$ cat src/design/lpc_pkg.sv
// shared types and constants of the length-prefixed command parser
`default_nettype none
package lpc_pkg;

  localparam int LENGTH_BITS = 32;
  localparam int QUEUE_DEPTH = 4;
  localparam int QUEUE_AW    = $clog2(QUEUE_DEPTH);

  localparam logic [7:0] CHR_E     = 8'h65;
  localparam logic [7:0] CHR_O     = 8'h6f;
  localparam logic [7:0] CHR_L     = 8'h6c;
  localparam logic [7:0] CHR_COLON = 8'h3a;
  localparam logic [7:0] CHR_SPACE = 8'h20;
  localparam logic [7:0] CHR_CR    = 8'h0d;
  localparam logic [7:0] CHR_LF    = 8'h0a;
  localparam logic [7:0] CHR_TAB   = 8'h09;
  localparam logic [7:0] CHR_ZERO  = 8'h30;
  localparam logic [7:0] CHR_NINE  = 8'h39;
  localparam logic [3:0] RADIX     = 4'd10;

  localparam logic [2:0] KIND_FRAMING = 3'd0;
  localparam logic [2:0] KIND_PAYLOAD = 3'd1;
  localparam logic [2:0] KIND_EMPTY   = 3'd2;
  localparam logic [2:0] KIND_OPT_END = 3'd3;
  localparam logic [2:0] KIND_CMD_END = 3'd4;
  localparam logic [2:0] KIND_IN_END  = 3'd5;
  localparam logic [2:0] KIND_ERROR   = 3'd6;

  localparam logic [1:0] ROLE_KEY   = 2'd0;
  localparam logic [1:0] ROLE_VALUE = 2'd1;
  localparam logic [1:0] ROLE_WORD  = 2'd2;

  localparam logic [2:0] ERR_BAD_TOKEN = 3'd0;
  localparam logic [2:0] ERR_NO_COLON  = 3'd1;
  localparam logic [2:0] ERR_EARLY_END = 3'd2;
  localparam logic [2:0] ERR_EMPTY_CMD = 3'd3;
  localparam logic [2:0] ERR_OVERFLOW  = 3'd4;

  typedef enum logic [2:0] {
    CLS_END,
    CLS_SPACE,
    CLS_DIGIT,
    CLS_COLON,
    CLS_E,
    CLS_O,
    CLS_L,
    CLS_OTHER
  } cls_t;

  typedef enum logic [2:0] {
    MODE_BETWEEN,
    MODE_LEN_START,
    MODE_LEN_DIGITS,
    MODE_PAYLOAD,
    MODE_ERROR
  } mode_t;

  typedef struct packed {
    logic [7:0] in_byte;
    logic       at_end;
  } in_item_t;

  typedef struct packed {
    logic [2:0] kind;
    logic [7:0] data_byte;
    logic [1:0] role;
    logic       first_of_string;
    logic       last_of_string;
    logic [7:0] word_index;
    logic       unpaired_key;
    logic [2:0] error_code;
  } out_item_t;

  // classified byte as it travels from front to back
  typedef struct packed {
    logic       valid;
    cls_t       cls;
    logic [7:0] data;
  } cls_item_t;

endpackage
`default_nettype wire

$ cat src/design/lpc_front.sv
// front end: classifies incoming bytes and queues them for the back end
`default_nettype none
module lpc_front (
  input  wire logic               clk,
  input  wire logic               rst,
  input  wire logic               push,
  output logic                    full,
  input  wire lpc_pkg::in_item_t  in_item,
  output lpc_pkg::cls_item_t      head,
  input  wire logic               take
);

  localparam int AW = lpc_pkg::QUEUE_AW;

  lpc_pkg::cls_item_t      slots [lpc_pkg::QUEUE_DEPTH];
  logic [AW-1:0]           wr_ptr;
  logic [AW-1:0]           rd_ptr;
  logic [AW:0]             count;
  lpc_pkg::cls_t           cls;
  logic                    wr_en;
  logic                    rd_en;

  always_comb begin
    if (in_item.at_end) begin
      cls = lpc_pkg::CLS_END;
    end else if (in_item.in_byte >= lpc_pkg::CHR_ZERO && in_item.in_byte <= lpc_pkg::CHR_NINE) begin
      cls = lpc_pkg::CLS_DIGIT;
    end else if (in_item.in_byte == lpc_pkg::CHR_SPACE || in_item.in_byte == lpc_pkg::CHR_CR ||
                 in_item.in_byte == lpc_pkg::CHR_LF || in_item.in_byte == lpc_pkg::CHR_TAB) begin
      cls = lpc_pkg::CLS_SPACE;
    end else if (in_item.in_byte == lpc_pkg::CHR_COLON) begin
      cls = lpc_pkg::CLS_COLON;
    end else if (in_item.in_byte == lpc_pkg::CHR_E) begin
      cls = lpc_pkg::CLS_E;
    end else if (in_item.in_byte == lpc_pkg::CHR_O) begin
      cls = lpc_pkg::CLS_O;
    end else if (in_item.in_byte == lpc_pkg::CHR_L) begin
      cls = lpc_pkg::CLS_L;
    end else begin
      cls = lpc_pkg::CLS_OTHER;
    end
  end

  assign full  = (count == (AW+1)'(lpc_pkg::QUEUE_DEPTH));
  assign wr_en = push && !full;
  assign rd_en = take && (count != '0);

  always_comb begin
    head       = slots[rd_ptr];
    head.valid = (count != '0);
  end

  always_ff @(posedge clk) begin
    if (wr_en) begin
      slots[wr_ptr] <= '{valid: 1'b1, cls: cls, data: in_item.in_byte};
    end
  end

  always_ff @(posedge clk) begin
    if (rst) begin
      wr_ptr <= '0;
      rd_ptr <= '0;
      count  <= '0;
    end else begin
      if (wr_en) begin
        wr_ptr <= wr_ptr + 1'b1;
      end
      if (rd_en) begin
        rd_ptr <= rd_ptr + 1'b1;
      end
      case ({wr_en, rd_en})
        2'b10:   count <= count + 1'b1;
        2'b01:   count <= count - 1'b1;
        default: count <= count;
      endcase
    end
  end

endmodule
`default_nettype wire

$ cat src/design/lpc_back.sv
// back end: parser state machine and result register
`default_nettype none
module lpc_back (
  input  wire logic                clk,
  input  wire logic                rst,
  input  wire lpc_pkg::cls_item_t  head,
  output logic                     take,
  output logic                     empty,
  input  wire logic                pop,
  output lpc_pkg::out_item_t       result
);

  localparam int LB = lpc_pkg::LENGTH_BITS;

  lpc_pkg::mode_t      mode, mode_next;
  logic                in_options, in_options_next;
  logic                options_seen, options_seen_next;
  logic [LB-1:0]       rem, rem_next;
  logic                string_started, string_started_next;
  logic [7:0]          string_count, string_count_next;
  logic [2:0]          err_code, err_code_next;
  logic                value_next, value_next_next;

  logic                out_valid;
  lpc_pkg::out_item_t  res;

  logic [LB+3:0]       rem_x10;
  logic                overflow;
  logic [LB-1:0]       rem_dec;
  logic                last;
  logic [1:0]          cur_role;
  logic [7:0]          count_inc;

  assign take  = head.valid && (!out_valid || pop);
  assign empty = !out_valid;

  // length accumulate: rem*10 + digit, overflow when upper bits set
  assign rem_x10  = ({4'b0, rem} << 3) + ({4'b0, rem} << 1) + (LB+4)'(head.data[3:0]);
  assign overflow = (rem_x10[LB+3:LB] != 4'b0);
  assign rem_dec  = (rem != '0) ? rem - 1'b1 : rem;
  assign last     = (rem_dec == '0);
  assign cur_role = in_options ? {1'b0, value_next} : lpc_pkg::ROLE_WORD;
  assign count_inc = (string_count != 8'hff) ? string_count + 1'b1 : string_count;

  // next state
  always_comb begin
    mode_next           = mode;
    in_options_next     = in_options;
    options_seen_next   = options_seen;
    rem_next            = rem;
    string_started_next = string_started;
    string_count_next   = string_count;
    err_code_next       = err_code;
    value_next_next     = value_next;
    unique case (mode)
      lpc_pkg::MODE_BETWEEN: begin
        if (head.cls == lpc_pkg::CLS_END) begin
          if (options_seen) begin
            mode_next     = lpc_pkg::MODE_ERROR;
            err_code_next = lpc_pkg::ERR_EARLY_END;
          end
        end else if (head.cls == lpc_pkg::CLS_SPACE) begin
          mode_next = mode;
        end else if (head.cls == lpc_pkg::CLS_L ||
                     (head.cls == lpc_pkg::CLS_O && !options_seen)) begin
          in_options_next     = (head.cls == lpc_pkg::CLS_O);
          string_count_next   = '0;
          string_started_next = 1'b0;
          value_next_next     = 1'b0;
          rem_next            = '0;
          mode_next           = lpc_pkg::MODE_LEN_START;
        end else begin
          mode_next     = lpc_pkg::MODE_ERROR;
          err_code_next = lpc_pkg::ERR_BAD_TOKEN;
        end
      end
      lpc_pkg::MODE_LEN_START: begin
        case (head.cls)
          lpc_pkg::CLS_END: begin
            mode_next     = lpc_pkg::MODE_ERROR;
            err_code_next = lpc_pkg::ERR_EARLY_END;
          end
          lpc_pkg::CLS_E: begin
            if (in_options) begin
              options_seen_next = 1'b1;
              in_options_next   = 1'b0;
              value_next_next   = 1'b0;
              mode_next         = lpc_pkg::MODE_BETWEEN;
            end else if (string_count == '0) begin
              mode_next     = lpc_pkg::MODE_ERROR;
              err_code_next = lpc_pkg::ERR_EMPTY_CMD;
            end else begin
              options_seen_next = 1'b0;
              mode_next         = lpc_pkg::MODE_BETWEEN;
            end
          end
          lpc_pkg::CLS_COLON: begin
            string_count_next   = count_inc;
            string_started_next = 1'b0;
            value_next_next     = value_next ^ in_options;
            rem_next            = '0;
            mode_next           = lpc_pkg::MODE_LEN_START;
          end
          lpc_pkg::CLS_DIGIT: begin
            rem_next  = LB'(head.data[3:0]);
            mode_next = lpc_pkg::MODE_LEN_DIGITS;
          end
          default: begin
            mode_next     = lpc_pkg::MODE_ERROR;
            err_code_next = lpc_pkg::ERR_NO_COLON;
          end
        endcase
      end
      lpc_pkg::MODE_LEN_DIGITS: begin
        case (head.cls)
          lpc_pkg::CLS_END: begin
            mode_next     = lpc_pkg::MODE_ERROR;
            err_code_next = lpc_pkg::ERR_EARLY_END;
          end
          lpc_pkg::CLS_DIGIT: begin
            if (overflow) begin
              mode_next     = lpc_pkg::MODE_ERROR;
              err_code_next = lpc_pkg::ERR_OVERFLOW;
            end else begin
              rem_next = rem_x10[LB-1:0];
            end
          end
          lpc_pkg::CLS_COLON: begin
            string_started_next = 1'b0;
            if (rem == '0) begin
              string_count_next = count_inc;
              value_next_next   = value_next ^ in_options;
              mode_next         = lpc_pkg::MODE_LEN_START;
            end else begin
              mode_next = lpc_pkg::MODE_PAYLOAD;
            end
          end
          default: begin
            mode_next     = lpc_pkg::MODE_ERROR;
            err_code_next = lpc_pkg::ERR_NO_COLON;
          end
        endcase
      end
      lpc_pkg::MODE_PAYLOAD: begin
        if (head.cls == lpc_pkg::CLS_END) begin
          mode_next     = lpc_pkg::MODE_ERROR;
          err_code_next = lpc_pkg::ERR_EARLY_END;
        end else if (last) begin
          string_count_next   = count_inc;
          string_started_next = 1'b0;
          value_next_next     = value_next ^ in_options;
          rem_next            = '0;
          mode_next           = lpc_pkg::MODE_LEN_START;
        end else begin
          string_started_next = 1'b1;
          rem_next            = rem_dec;
        end
      end
      lpc_pkg::MODE_ERROR: begin
        mode_next = mode;
      end
      default: begin
        mode_next = lpc_pkg::MODE_ERROR;
      end
    endcase
  end

  // result for the byte at the head
  always_comb begin
    res = '0;
    unique case (mode)
      lpc_pkg::MODE_BETWEEN: begin
        if (head.cls == lpc_pkg::CLS_END) begin
          if (options_seen) begin
            res.kind       = lpc_pkg::KIND_ERROR;
            res.error_code = lpc_pkg::ERR_EARLY_END;
          end else begin
            res.kind = lpc_pkg::KIND_IN_END;
          end
        end else if (head.cls == lpc_pkg::CLS_SPACE || head.cls == lpc_pkg::CLS_L ||
                     (head.cls == lpc_pkg::CLS_O && !options_seen)) begin
          res.kind = lpc_pkg::KIND_FRAMING;
        end else begin
          res.kind       = lpc_pkg::KIND_ERROR;
          res.error_code = lpc_pkg::ERR_BAD_TOKEN;
        end
      end
      lpc_pkg::MODE_LEN_START: begin
        case (head.cls)
          lpc_pkg::CLS_END: begin
            res.kind       = lpc_pkg::KIND_ERROR;
            res.error_code = lpc_pkg::ERR_EARLY_END;
          end
          lpc_pkg::CLS_E: begin
            if (in_options) begin
              res.kind         = lpc_pkg::KIND_OPT_END;
              res.unpaired_key = value_next;
            end else if (string_count == '0) begin
              res.kind       = lpc_pkg::KIND_ERROR;
              res.error_code = lpc_pkg::ERR_EMPTY_CMD;
            end else begin
              res.kind = lpc_pkg::KIND_CMD_END;
            end
          end
          lpc_pkg::CLS_COLON: begin
            res.kind       = lpc_pkg::KIND_EMPTY;
            res.role       = cur_role;
            res.word_index = string_count;
          end
          lpc_pkg::CLS_DIGIT: begin
            res.kind = lpc_pkg::KIND_FRAMING;
          end
          default: begin
            res.kind       = lpc_pkg::KIND_ERROR;
            res.error_code = lpc_pkg::ERR_NO_COLON;
          end
        endcase
      end
      lpc_pkg::MODE_LEN_DIGITS: begin
        case (head.cls)
          lpc_pkg::CLS_END: begin
            res.kind       = lpc_pkg::KIND_ERROR;
            res.error_code = lpc_pkg::ERR_EARLY_END;
          end
          lpc_pkg::CLS_DIGIT: begin
            if (overflow) begin
              res.kind       = lpc_pkg::KIND_ERROR;
              res.error_code = lpc_pkg::ERR_OVERFLOW;
            end else begin
              res.kind = lpc_pkg::KIND_FRAMING;
            end
          end
          lpc_pkg::CLS_COLON: begin
            if (rem == '0) begin
              res.kind       = lpc_pkg::KIND_EMPTY;
              res.role       = cur_role;
              res.word_index = string_count;
            end else begin
              res.kind = lpc_pkg::KIND_FRAMING;
            end
          end
          default: begin
            res.kind       = lpc_pkg::KIND_ERROR;
            res.error_code = lpc_pkg::ERR_NO_COLON;
          end
        endcase
      end
      lpc_pkg::MODE_PAYLOAD: begin
        if (head.cls == lpc_pkg::CLS_END) begin
          res.kind       = lpc_pkg::KIND_ERROR;
          res.error_code = lpc_pkg::ERR_EARLY_END;
        end else begin
          res.kind            = lpc_pkg::KIND_PAYLOAD;
          res.data_byte       = head.data;
          res.role            = cur_role;
          res.first_of_string = !string_started;
          res.last_of_string  = last;
          res.word_index      = string_count;
        end
      end
      lpc_pkg::MODE_ERROR: begin
        res.kind       = lpc_pkg::KIND_ERROR;
        res.error_code = err_code;
      end
      default: begin
        res.kind       = lpc_pkg::KIND_ERROR;
        res.error_code = err_code;
      end
    endcase
  end

  always_ff @(posedge clk) begin
    if (rst) begin
      mode           <= lpc_pkg::MODE_BETWEEN;
      in_options     <= 1'b0;
      options_seen   <= 1'b0;
      rem            <= '0;
      string_started <= 1'b0;
      string_count   <= '0;
      err_code       <= lpc_pkg::ERR_BAD_TOKEN;
      value_next     <= 1'b0;
      out_valid      <= 1'b0;
    end else begin
      if (take) begin
        mode           <= mode_next;
        in_options     <= in_options_next;
        options_seen   <= options_seen_next;
        rem            <= rem_next;
        string_started <= string_started_next;
        string_count   <= string_count_next;
        err_code       <= err_code_next;
        value_next     <= value_next_next;
        out_valid      <= 1'b1;
      end else if (pop) begin
        out_valid <= 1'b0;
      end
    end
  end

  always_ff @(posedge clk) begin
    if (take) begin
      result <= res;
    end
  end

endmodule
`default_nettype wire

$ cat src/design/length_prefixed_command_parser_core.sv
// top level of the length-prefixed command parser
`default_nettype none
// Parses a byte stream of optional 'o'...'e' option lists and 'l'...'e' command
// lists of length-prefixed strings, one result per input byte (or end mark).
// Bytes are classified on entry and wait in a four-entry queue; the parser
// state machine takes one byte per cycle whenever its result register is free
// or being popped, so with pop held high the block sustains one item per clock
// and each result is written to the result register when its byte leaves the
// queue. The length digits are accumulated with a single multiply-by-ten adder
// per byte. After the first error every further byte answers with the same
// error until reset.
module length_prefixed_command_parser_core (
  input  wire logic               clk,
  input  wire logic               rst,
  input  wire logic               push,
  output logic                    full,
  input  wire lpc_pkg::in_item_t  in_item,
  output logic                    empty,
  input  wire logic               pop,
  output lpc_pkg::out_item_t      result
);

  lpc_pkg::cls_item_t head;
  logic               take;

  lpc_front u_front (
    .clk     (clk),
    .rst     (rst),
    .push    (push),
    .full    (full),
    .in_item (in_item),
    .head    (head),
    .take    (take)
  );

  lpc_back u_back (
    .clk    (clk),
    .rst    (rst),
    .head   (head),
    .take   (take),
    .empty  (empty),
    .pop    (pop),
    .result (result)
  );

`ifndef SYNTHESIS
  // once an error has been handed out, every later result is an error too
  a_sticky_error: assert property (@(posedge clk) disable iff (rst)
    (pop && !empty && result.kind == lpc_pkg::KIND_ERROR)
      |=> (empty || result.kind == lpc_pkg::KIND_ERROR))
    else $error("result after an error is not an error");

  // string marks and data only on payload results
  a_payload_fields: assert property (@(posedge clk) disable iff (rst)
    (!empty && result.kind != lpc_pkg::KIND_PAYLOAD)
      |-> (result.data_byte == 8'd0 && !result.first_of_string && !result.last_of_string))
    else $error("payload fields set on a non-payload result");

  // error code only on error results
  a_error_code: assert property (@(posedge clk) disable iff (rst)
    (!empty && result.kind != lpc_pkg::KIND_ERROR) |-> (result.error_code == 3'd0))
    else $error("error code set on a non-error result");
`endif

endmodule
`default_nettype wire

$ cat config.mk
export PLATFORM = sky130hd
export DESIGN_NAME = length_prefixed_command_parser_core
export DESIGN_NICKNAME = d
export VERILOG_FILES = /design/src/design/lpc_pkg.sv /design/src/design/lpc_front.sv /design/src/design/lpc_back.sv /design/src/design/length_prefixed_command_parser_core.sv
export SDC_FILE = /design/constraint.sdc
export NUM_CORES = 1
export LEC_CHECK = 0
export BUFFER_PORTS_ARGS = -buffer_cell sky130_fd_sc_hd__buf_2
export CAP_MARGIN = 20
export CORE_ASPECT_RATIO = 2
export CORE_MARGIN = 3
export CORE_UTILIZATION = 62
export DETAILED_ROUTE_END_ITERATION = 10
export PLACE_DENSITY = 0.87
export SLEW_MARGIN = 20
export SYNTH_ARGS = -nofsm -noshare
export SYNTH_HDL_FRONTEND = slang
export SYNTH_SLANG_ARGS = --single-unit
$ cat constraint.sdc
create_clock -name clk -period 5 [get_ports clk]
set_input_delay 0.75 -clock clk [delete_from_list [all_inputs] [get_ports clk]]
set_output_delay 0.75 -clock clk [all_outputs]
set_load 0.01 [all_outputs]
# Word level (Yosys, flattened, before mapping)
# Memory sizes are Yosys's and may differ from the RTL's. A register that Yosys moved wholly into a read port is not among the register bits.
# Index checks and enable logic that the tools add are counted.
[op_classes] shift=0 n_div=0 n_addsub=8 order_cmp=2 reduce_logical=41 bitwise=3 eq_ne=48 n_mux=108 multipliers=0
[ops] op="32-bit 2-to-1 mux" count=8
[ops] op="32-bit one-hot mux with 4 select lines" count=1
[ops] op="8-bit 2-to-1 mux" count=12
[ops] op="3-bit 2-to-1 mux" count=29
[ops] op="32-bit zero test" count=2
[ops] op="32-bit one-hot mux with 2 select lines" count=1
[ops] op="3-bit one-hot mux with 3 select lines" count=6
[ops] op="35-bit by 33-bit adder with 36-bit output" count=1
[ops] op="36-bit by 4-bit adder with 36-bit output" count=1
[ops] op="3-bit one-hot mux with 4 select lines" count=3
[ops] op="8-bit one-hot mux with 4 select lines" count=1
[ops] op="32-bit nonzero test" count=1
[ops] op="32-bit by 1-bit subtractor with 32-bit output (second input constant)" count=1
[ops] op="2-bit 2-to-1 mux" count=14
[ops] op="8-bit by 4-bit == test with 1-bit output (second input constant)" count=3
[ops] op="8-bit by 7-bit == test with 1-bit output (second input constant)" count=3
[ops] op="8-bit one-hot mux with 3 select lines" count=1
[ops] op="1-bit 2-to-1 mux" count=22
[ops] op="11-bit AND reduction" count=2
[ops] op="2-bit inequality test (second input constant)" count=10
[ops] op="3-bit one-hot mux with 2 select lines" count=3
[ops] op="8-bit by 6-bit == test with 1-bit output (second input constant)" count=2
[ops] op="3-bit == test (second input constant)" count=5
[ops] op="3-bit by 2-bit inequality test with 1-bit output (second input constant)" count=5
[ops] op="37 further kinds" count=73
[word_totals] word_cells=231 romBits=0 latchBits=0 reg_bits=85 ram_bits=44 n_memories=1
[memory_table] name="u_front.slots" words=4 word_bits=11 read_ports=1 rd_ports_with_merged_regs=1 wr=1 line_no="lpc_front.sv:15" text="lpc_pkg::cls_item_t slots [lpc_pkg::QUEUE_DEPTH];"

# Longest topological paths before layout
# Gate-level depths: netlist (run 1).
[logic_depth] word_depth=8 ltp_mapped=16 ltp_nobuf=14

# Hierarchy
# From an unflattened synthesis (run 1), not the netlist that was laid out.
[hier_totals] cells_unflattened=1047 hier_area_um2=9339.0
[by_module_without_submodules] module="lpc_back" seq_area_each_um2=1831.8 cells_per_inst=918 area_each_um2=7145.6 n_inst=1
[by_module_without_submodules] module="lpc_front" seq_area_each_um2=1501.4 cells_per_inst=129 area_each_um2=2193.4 n_inst=1

# Least setup slack after synthesis (run 1)
# OpenSTA, ideal clock, no wires.
[synth_path] path_kind="register to register" from="register (tool-made name)" to="register u_back.rem[10]" t_arrival_ns=4.470 slack_ns=0.414 period_less_slack_ns=4.586 path_stages_with_launch=16 cell_sequence="dfxtp_1 -> buf_2 -> mux4_2 -> inv_1 -> fa_1 -> fa_1 -> nand2b_1 -> a21oi_1 -> o21ai_0 -> a21o_1 -> o311ai_0 -> xor2_1 -> o31ai_2 -> clkbuf_1 -> o221ai_1 -> o211a_1"
[synth_rtl] item="to (signal assigned)" line_no="lpc_back.sv:288" text="rem <= rem_next;"
[synth_rtl] item="to (decl)" line_no="lpc_back.sv:18" text="logic [LB-1:0] rem, rem_next;"

==> results.json, run 1 <==
{
  "die_y_um": 179,
  "wl_um": 29300,
  "ys_async_sr_fraction_pct": 0,
  "drv_cap": 0,
  "synth_nets": 1105,
  "rows": 62,
  "grt_usage_pct": 36.1,
  "core_sq_um": 14500,
  "combPwrFrac_pct": 56.7,
  "gp_congestion": 1.14,
  "yosys_warnings": 0,
  "grt_pass1_vias": 8815,
  "drt-initial-drc-count": 973,
  "max_freq_ghz": 0.208,
  "num_antenna_cells": 0,
  "reg2reg_depth": 15,
  "drc": 0,
  "status": "finished clean",
  "die_area_sq_um": 16600,
  "p_clk_share_pct": 18.5,
  "crit_type": "flip-flop to flip-flop",
  "synth-seq-cells": 131,
  "critPathLaunchType": "flip-flop",
  "nets": 1140,
  "critPathArrivalTime_ns": 5.13,
  "pwr-share-seq_pct": 24.9,
  "p_leak_nw": 4.15,
  "p_switching_mw": 3.11,
  "fin_cells": 1256,
  "r2r_slack_ns": 0.19,
  "setup_tns_ns": 0,
  "yosysMostFrequentCell": "nor2_1",
  "setup_viol_count_final": 0,
  "yosys.area.top_type": "edfxtp_1",
  "clock_sinks": 131,
  "antenna_left": 0,
  "min_to": "u_back.string_started",
  "clk_path_buf_depth": 2,
  "cts_setup_buffers": 0,
  "numCtsBuffers": 17,
  "min-delay-start": "u_back.string_started",
  "internal-power_mw": 3.40,
  "period_needed_ns": 4.81,
  "via_per_inst": 7.09,
  "die_w_um": 92.6,
  "worstPathRequired_ns": 5.33,
  "first_pass_iters": 9,
  "num_vias": 8908,
  "crit_fanout": 23,
  "finalHoldViolations": 0,
  "postCtsResizedCells": 0,
  "dp_hpwl_um": 21100,
  "place_inst": 1224,
  "synthToLayoutAreaGrowth_pct": 10.8,
  "slew_viol_final": 0,
  "grt_pass1_wl_um": 45700,
  "switching_share_pct": 47.8,
  "hp-class": "flip-flop to flip-flop",
  "hold_depth": 2,
  "synthFlopType": "edfxtp_1",
  "htreeDepth": 4,
  "synth_area_sq_um": 9310,
  "clock_latency_ns": 0.44,
  "cp-end-kind": "flip-flop",
  "antenna_found_initial": 0,
  "period_share_pct": 96.2,
  "pin_count": 42,
  "cts.clk_slew.worst_paths_ns": 0.06,
  "tritoncts": "done",
  "wl_per_cell_um": 23.3,
  "ys_seq_area_share_pct": 35.8,
  "grt_max_degree": 44,
  "synth_cells": 1016,
  "slew-limit-headroom_pct": 26.6,
  "synth_edf_count": 71,
  "port_buffers": 41,
  "cts_hold_buf": 0,
  "worstMarginPinSlew_ns": 1.10,
  "final.fill_count": 1112,
  "fin_util_pct": 71.1,
  "synthDistinctLibCells": 83,
  "syn_area_per_cell_sq_um": 9.16,
  "p_per_area_nw_per_um2": 631,
  "yosys-top-cells-count": "nor2_1 (85), nand2_1 (76), ha_1 (73), edfxtp_1 (71), a21oi_1 (69)",
  "gr-total-overflow": 0,
  "yosys-top-cells-area": "edfxtp_1 (23%), dfxtp_1 (13%), ha_1 (9.8%)",
  "rsz0062_at_grt": "no",
  "rr_endpoint": "u_back.rem[18]",
  "ctsRootBufferMaster": "clkbuf_16",
  "synth_top_cell_area_share_pct": 22.9,
  "initial_core_util_pct": 64.2,
  "final_layout_size_suffix_gt1_share_pct": 12.6,
  "clock_skew_ns": 0.0140,
  "ir_worst_vdd_mv": 0.444
}
==> per-layer routing <==
metal	vias to the layer above	part of all wire, %	global-route usage [%]
li1	3975	-	-
met1	4177	32	34.9
met2	550	53	66.9
met3	206	6.4	5.29
met4	0	9.4	28.6
met5	-	0	0
==> worst max path at each step <==
stage	startpoint	end	slack, ns
after CTS	flip-flop	u_back.rem[18]	0.29
after detailed placement	flip-flop	u_back.rem[18]	0.36
final	flip-flop	u_back.rem[18]	0.19
after global routing	flip-flop	u_back.rem[0]	0.02
after global placement	flip-flop	u_back.rem[18]	0.53
after floorplan	flip-flop	u_back.rem[10]	0.41
==> sequential cells by signal (all words and copies together), names as in the netlist, named ones only <==
register               flops
u_back.string_started      1
u_back.value_next          1
u_back.rem                32
u_front.slots             44
u_back.err_code            3
u_front.count              3
u_back.out_valid           1
u_back.options_seen        1
u_back.string_count        8
u_back.mode                3
u_front.rd_ptr             2
u_front.wr_ptr             2
u_back.in_options          1
u_back.result             27
==> worst max-delay path, stage by stage (launching register included) <==
cell      delay (ns)
dfxtp_1         0.45
mux4_2          0.57
inv_1           0.12
fa_1            0.45
inv_1           0.08
ha_1            0.24
a211oi_1        0.30
o211ai_1        0.18
a21boi_0        0.33
o221ai_1        0.35
a41oi_1         0.32
mux2i_1         0.24
o31ai_4         0.33
buf_4           0.30
o21ai_0         0.13
a31o_2          0.28
==> cells in the final DEF (no fill, tap or decap), types with 12 or more instances in the layout <==
cell type and instances:
a211oi_1 21, a21o_1 13, a21oi_1 68, a31oi_1 14
and2_1 25, buf_2 41, buf_4 28, clkbuf_16 17
dfxtp_1 60, edfxtp_1 71, ha_1 73, inv_1 33
nand2_1 76, nand3_1 31, nand4_1 19, nor2_1 85
nor3_1 39, nor4_1 12, o211ai_1 12, o21ai_0 40
o21ai_1 14, o221ai_1 13, xnor2_1 26, xor2_1 22
==> through the flow <==
| stage | power, mW | hold slack, ns | cell area [sq um] | worst slack, ns |
|---|---|---|---|---|
| global route | 6.83 | 0.504 | 10300 | 0.0166 |
| floorplan | 3.99 | 0.437 | 9310 | 0.414 |
| global placement | 5.07 | 0.442 | 9750 | 0.528 |
| finish | 6.50 | 0.464 | 10300 | 0.191 |
| CTS | 6.36 | 0.463 | 10300 | 0.293 |
| detailed placement | 5.13 | 0.454 | 9750 | 0.358 |
==> power groups by stage <==
| stage | clock, mW | combinational, mW | sequential [mW] |
|---|---|---|---|
| floorplan | 0 | 2.38 | 1.61 |
| global placement | 0 | 3.46 | 1.61 |
| detailed placement | 0 | 3.51 | 1.62 |
| CTS | 1.21 | 3.55 | 1.61 |
| global route | 1.25 | 3.95 | 1.63 |
| finish | 1.20 | 3.69 | 1.62 |
==> logic make-up after synthesis <==
| kind of cell | count (synthesis) | share of synthesized area, % |
|---|---|---|
| simple gates | 365 | 20.3 |
| compound gates | 290 | 21.5 |
| flops | 131 | 35.8 |
| buf+inv | 87 | 3.79 |
| fa+ha+maj | 76 | 10.5 |
| xor+xnor | 48 | 4.52 |
| mux | 19 | 3.58 |
==> final cells by class <==
type                       count  area, sq um  share of cell area, %
clock buffer                  17          425                   4.12
clock inverter                15          139                   1.35
inverter                      34          128                   1.24
multi-input combinational    798         5630                   54.6
sequential                   131         3330                   32.3
tap                          192          240                   2.33
timing repair buffer          69          415                   4.03
Power figures use the tool's default switching activity.
==> run 2, diff against run 1 <==
Settings changed: PLACE_DENSITY 0.87 to 0.8.
==> run 2 against run 1 <==
Routed wire length fell by 1.8%. Clock skew fell by 0.0077 ns. Utilization rose by 0.27 points. Total power rose by 0.25%. Via count fell by 1.8%. Sequential share of layout area fell by 0.12 points. Flip-flop and latch count did not move. Final area rose by 0.38%. Worst hold slack got worse by 0.0016 ns. Critical endpoint is now u_back.rem[2].
==> results.json, run 2 (synthesis gave the netlist of run 1 again) <==
{
  "grt_max_degree": 44,
  "final_area_sq_um": 10400,
  "multiInputGateArea_sq_um": 5650,
  "drc": 0,
  "grt_usage_pct": 35.5,
  "wl_per_cell_um": 22.9,
  "pin_count": 42,
  "top_register": "u_front.slots",
  "cpPeakStageDelay_ns": 0.55,
  "gp_congestion": 1.06,
  "grt_pass1_wl_um": 45300,
  "finalHoldViolations": 0,
  "dp_hpwl_um": 21100,
  "grt_pass1_vias": 8888,
  "crit_family": "compound AO/OA/AOI/OAI gates",
  "highest_layer": "met4",
  "num_antenna_cells": 0,
  "drt-initial-drc-count": 784,
  "cts.clk_slew.worst_paths_ns": 0.06,
  "place_area_sq_um": 9750,
  "cp-end-kind": "flip-flop",
  "final.fill_count": 1142,
  "critPathArrivalTime_ns": 5.04,
  "numCtsBuffers": 17,
  "worstMarginPinSlew_ns": 0.923,
  "status": "finished clean",
  "via_per_inst": 6.96,
  "clock_skew_ns": 0.00633,
  "period_needed_ns": 4.70,
  "drv_cap": 0,
  "port_buffers": 41,
  "cp_common_cell": "fa_1",
  "antenna_found_initial": 0,
  "worstPathRequired_ns": 5.35,
  "final-seq-area_sq_um": 3330,
  "p_total_mw": 6.52,
  "critPathLaunchType": "flip-flop",
  "final_common_cell": "nor2_1",
  "worst-path-buf-inv": 3,
  "rows": 62,
  "final_layout_size_suffix_gt1_share_pct": 12.7,
  "reg_top3": "u_front.slots (44), u_back.rem (32), u_back.result (27)",
  "clock_latency_ns": 0.43,
  "p_per_area_nw_per_um2": 630,
  "initial_core_util_pct": 64.2,
  "die_y_um": 179,
  "die_area_sq_um": 16600,
  "ctsRootBufferMaster": "clkbuf_16",
  "crit_type": "flip-flop to flip-flop",
  "setup_viol_count_final": 0,
  "clock_sinks": 131,
  "cp_slowest_cell": "mux4_2",
  "clk_path_buf_depth": 2,
  "slew_viol_final": 0,
  "crit_fanout": 34,
  "gr-total-overflow": 0,
  "die_w_um": 92.6,
  "wl_met3_um": 1420,
  "core_sq_um": 14500,
  "hold_slack_ns": 0.462,
  "wl_met1_um": 9360,
  "fin_util_pct": 71.4,
  "tritoncts": "done",
  "period_share_pct": 94.0,
  "mostFrequentLayoutCells": "nor2_1 (85), nand2_1 (76), ha_1 (73)",
  "wl_um": 28800,
  "antenna_left": 0,
  "synthToLayoutAreaGrowth_pct": 11.2,
  "nets": 1140,
  "max_freq_ghz": 0.213,
  "ir_worst_vdd_mv": 0.470,
  "first_pass_iters": 6,
  "slew-limit-headroom_pct": 38.0,
  "wl_met2_um": 15300,
  "hp-class": "flip-flop to flip-flop",
  "setup_tns_ns": 0,
  "rsz0062_at_grt": "no",
  "cts_hold_buf": 0,
  "largest_register_ffs": 44,
  "p_leak_nw": 4.17,
  "htreeDepth": 4,
  "num_vias": 8744,
  "crit_chain": "mux4_2 > inv_1 > fa_1 > fa_1 > nand2b_1 > a21oi_1 > o21ai_0 > a21o_1 > o311ai_0 > xor2_1 > buf_4 > o31ai_4 > buf_12 > nand2_1 > o221ai_1"
}
## run 2: cell count changes in the layout (fill, tap and decap cells not counted), sizes merged
| cell | delta |
|---|---|
| clkbuf | +4 |
| inv | -8 |
| clkinvlp | -2 |
| bufinv | +1 |
| clkinv | +5 |
## run 2: layout make-up
| type | count | area share (%) |
|---|---|---|
| tap | 192 | 2.32 |
| clock buffer | 21 | 4.56 |
| timing repair buffer | 69 | 4.13 |
| clock inverter | 11 | 1.00 |
| multi-input combinational | 798 | 54.6 |
| inverter | 34 | 1.23 |
| sequential | 131 | 32.2 |
## run 2: power by group
group / leakage, nW / internal, mW / switching (mW)
Clock: 0.279 / 0.728 / 0.488
Combinational: 2.73 / 1.36 / 2.31
Sequential: 1.16 / 1.43 / 0.214
## run 2: worst min-delay path: cells and delay by family (launching register included)
family / cells / cell delay [ns]
compound gates: 1 / 0.05
simple gates: 1 / 0.05
flops: 1 / 0.31
## run 2: layer usage
layer	GRT usage, %	vias up
met2	65.4	460
li1	-	3985
met1	33.4	4111
met5	0	-
met4	30.0	0
met3	5.84	188
## run 2: final timing paths
check                  endpoint          startpoint  cells past startpoint  slack [ns]
max               u_back.rem[2]           flip-flop                     15        0.30
min          u_back.err_code[0]  u_back.err_code[0]                      2        0.46
max reg2reg       u_back.rem[2]           flip-flop                     15        0.30
min reg2reg  u_back.err_code[0]  u_back.err_code[0]                      2        0.46
## run 2: through the flow
step | instances | worst slack (ns)
6_report | 1256 | 0.301
5_1_grt | 1256 | 0.0534
4_1_cts | 1255 | 0.208
3_5_place_dp | 1223 | 0.294
3_3_place_gp | 1223 | 0.507
2_1_floorplan | 1016 | 0.414
## run 2: what timing repair did
item,CTS,global route
setup endpoints to repair,0,18
gates resized for setup,0,4
buffers inserted,0,1
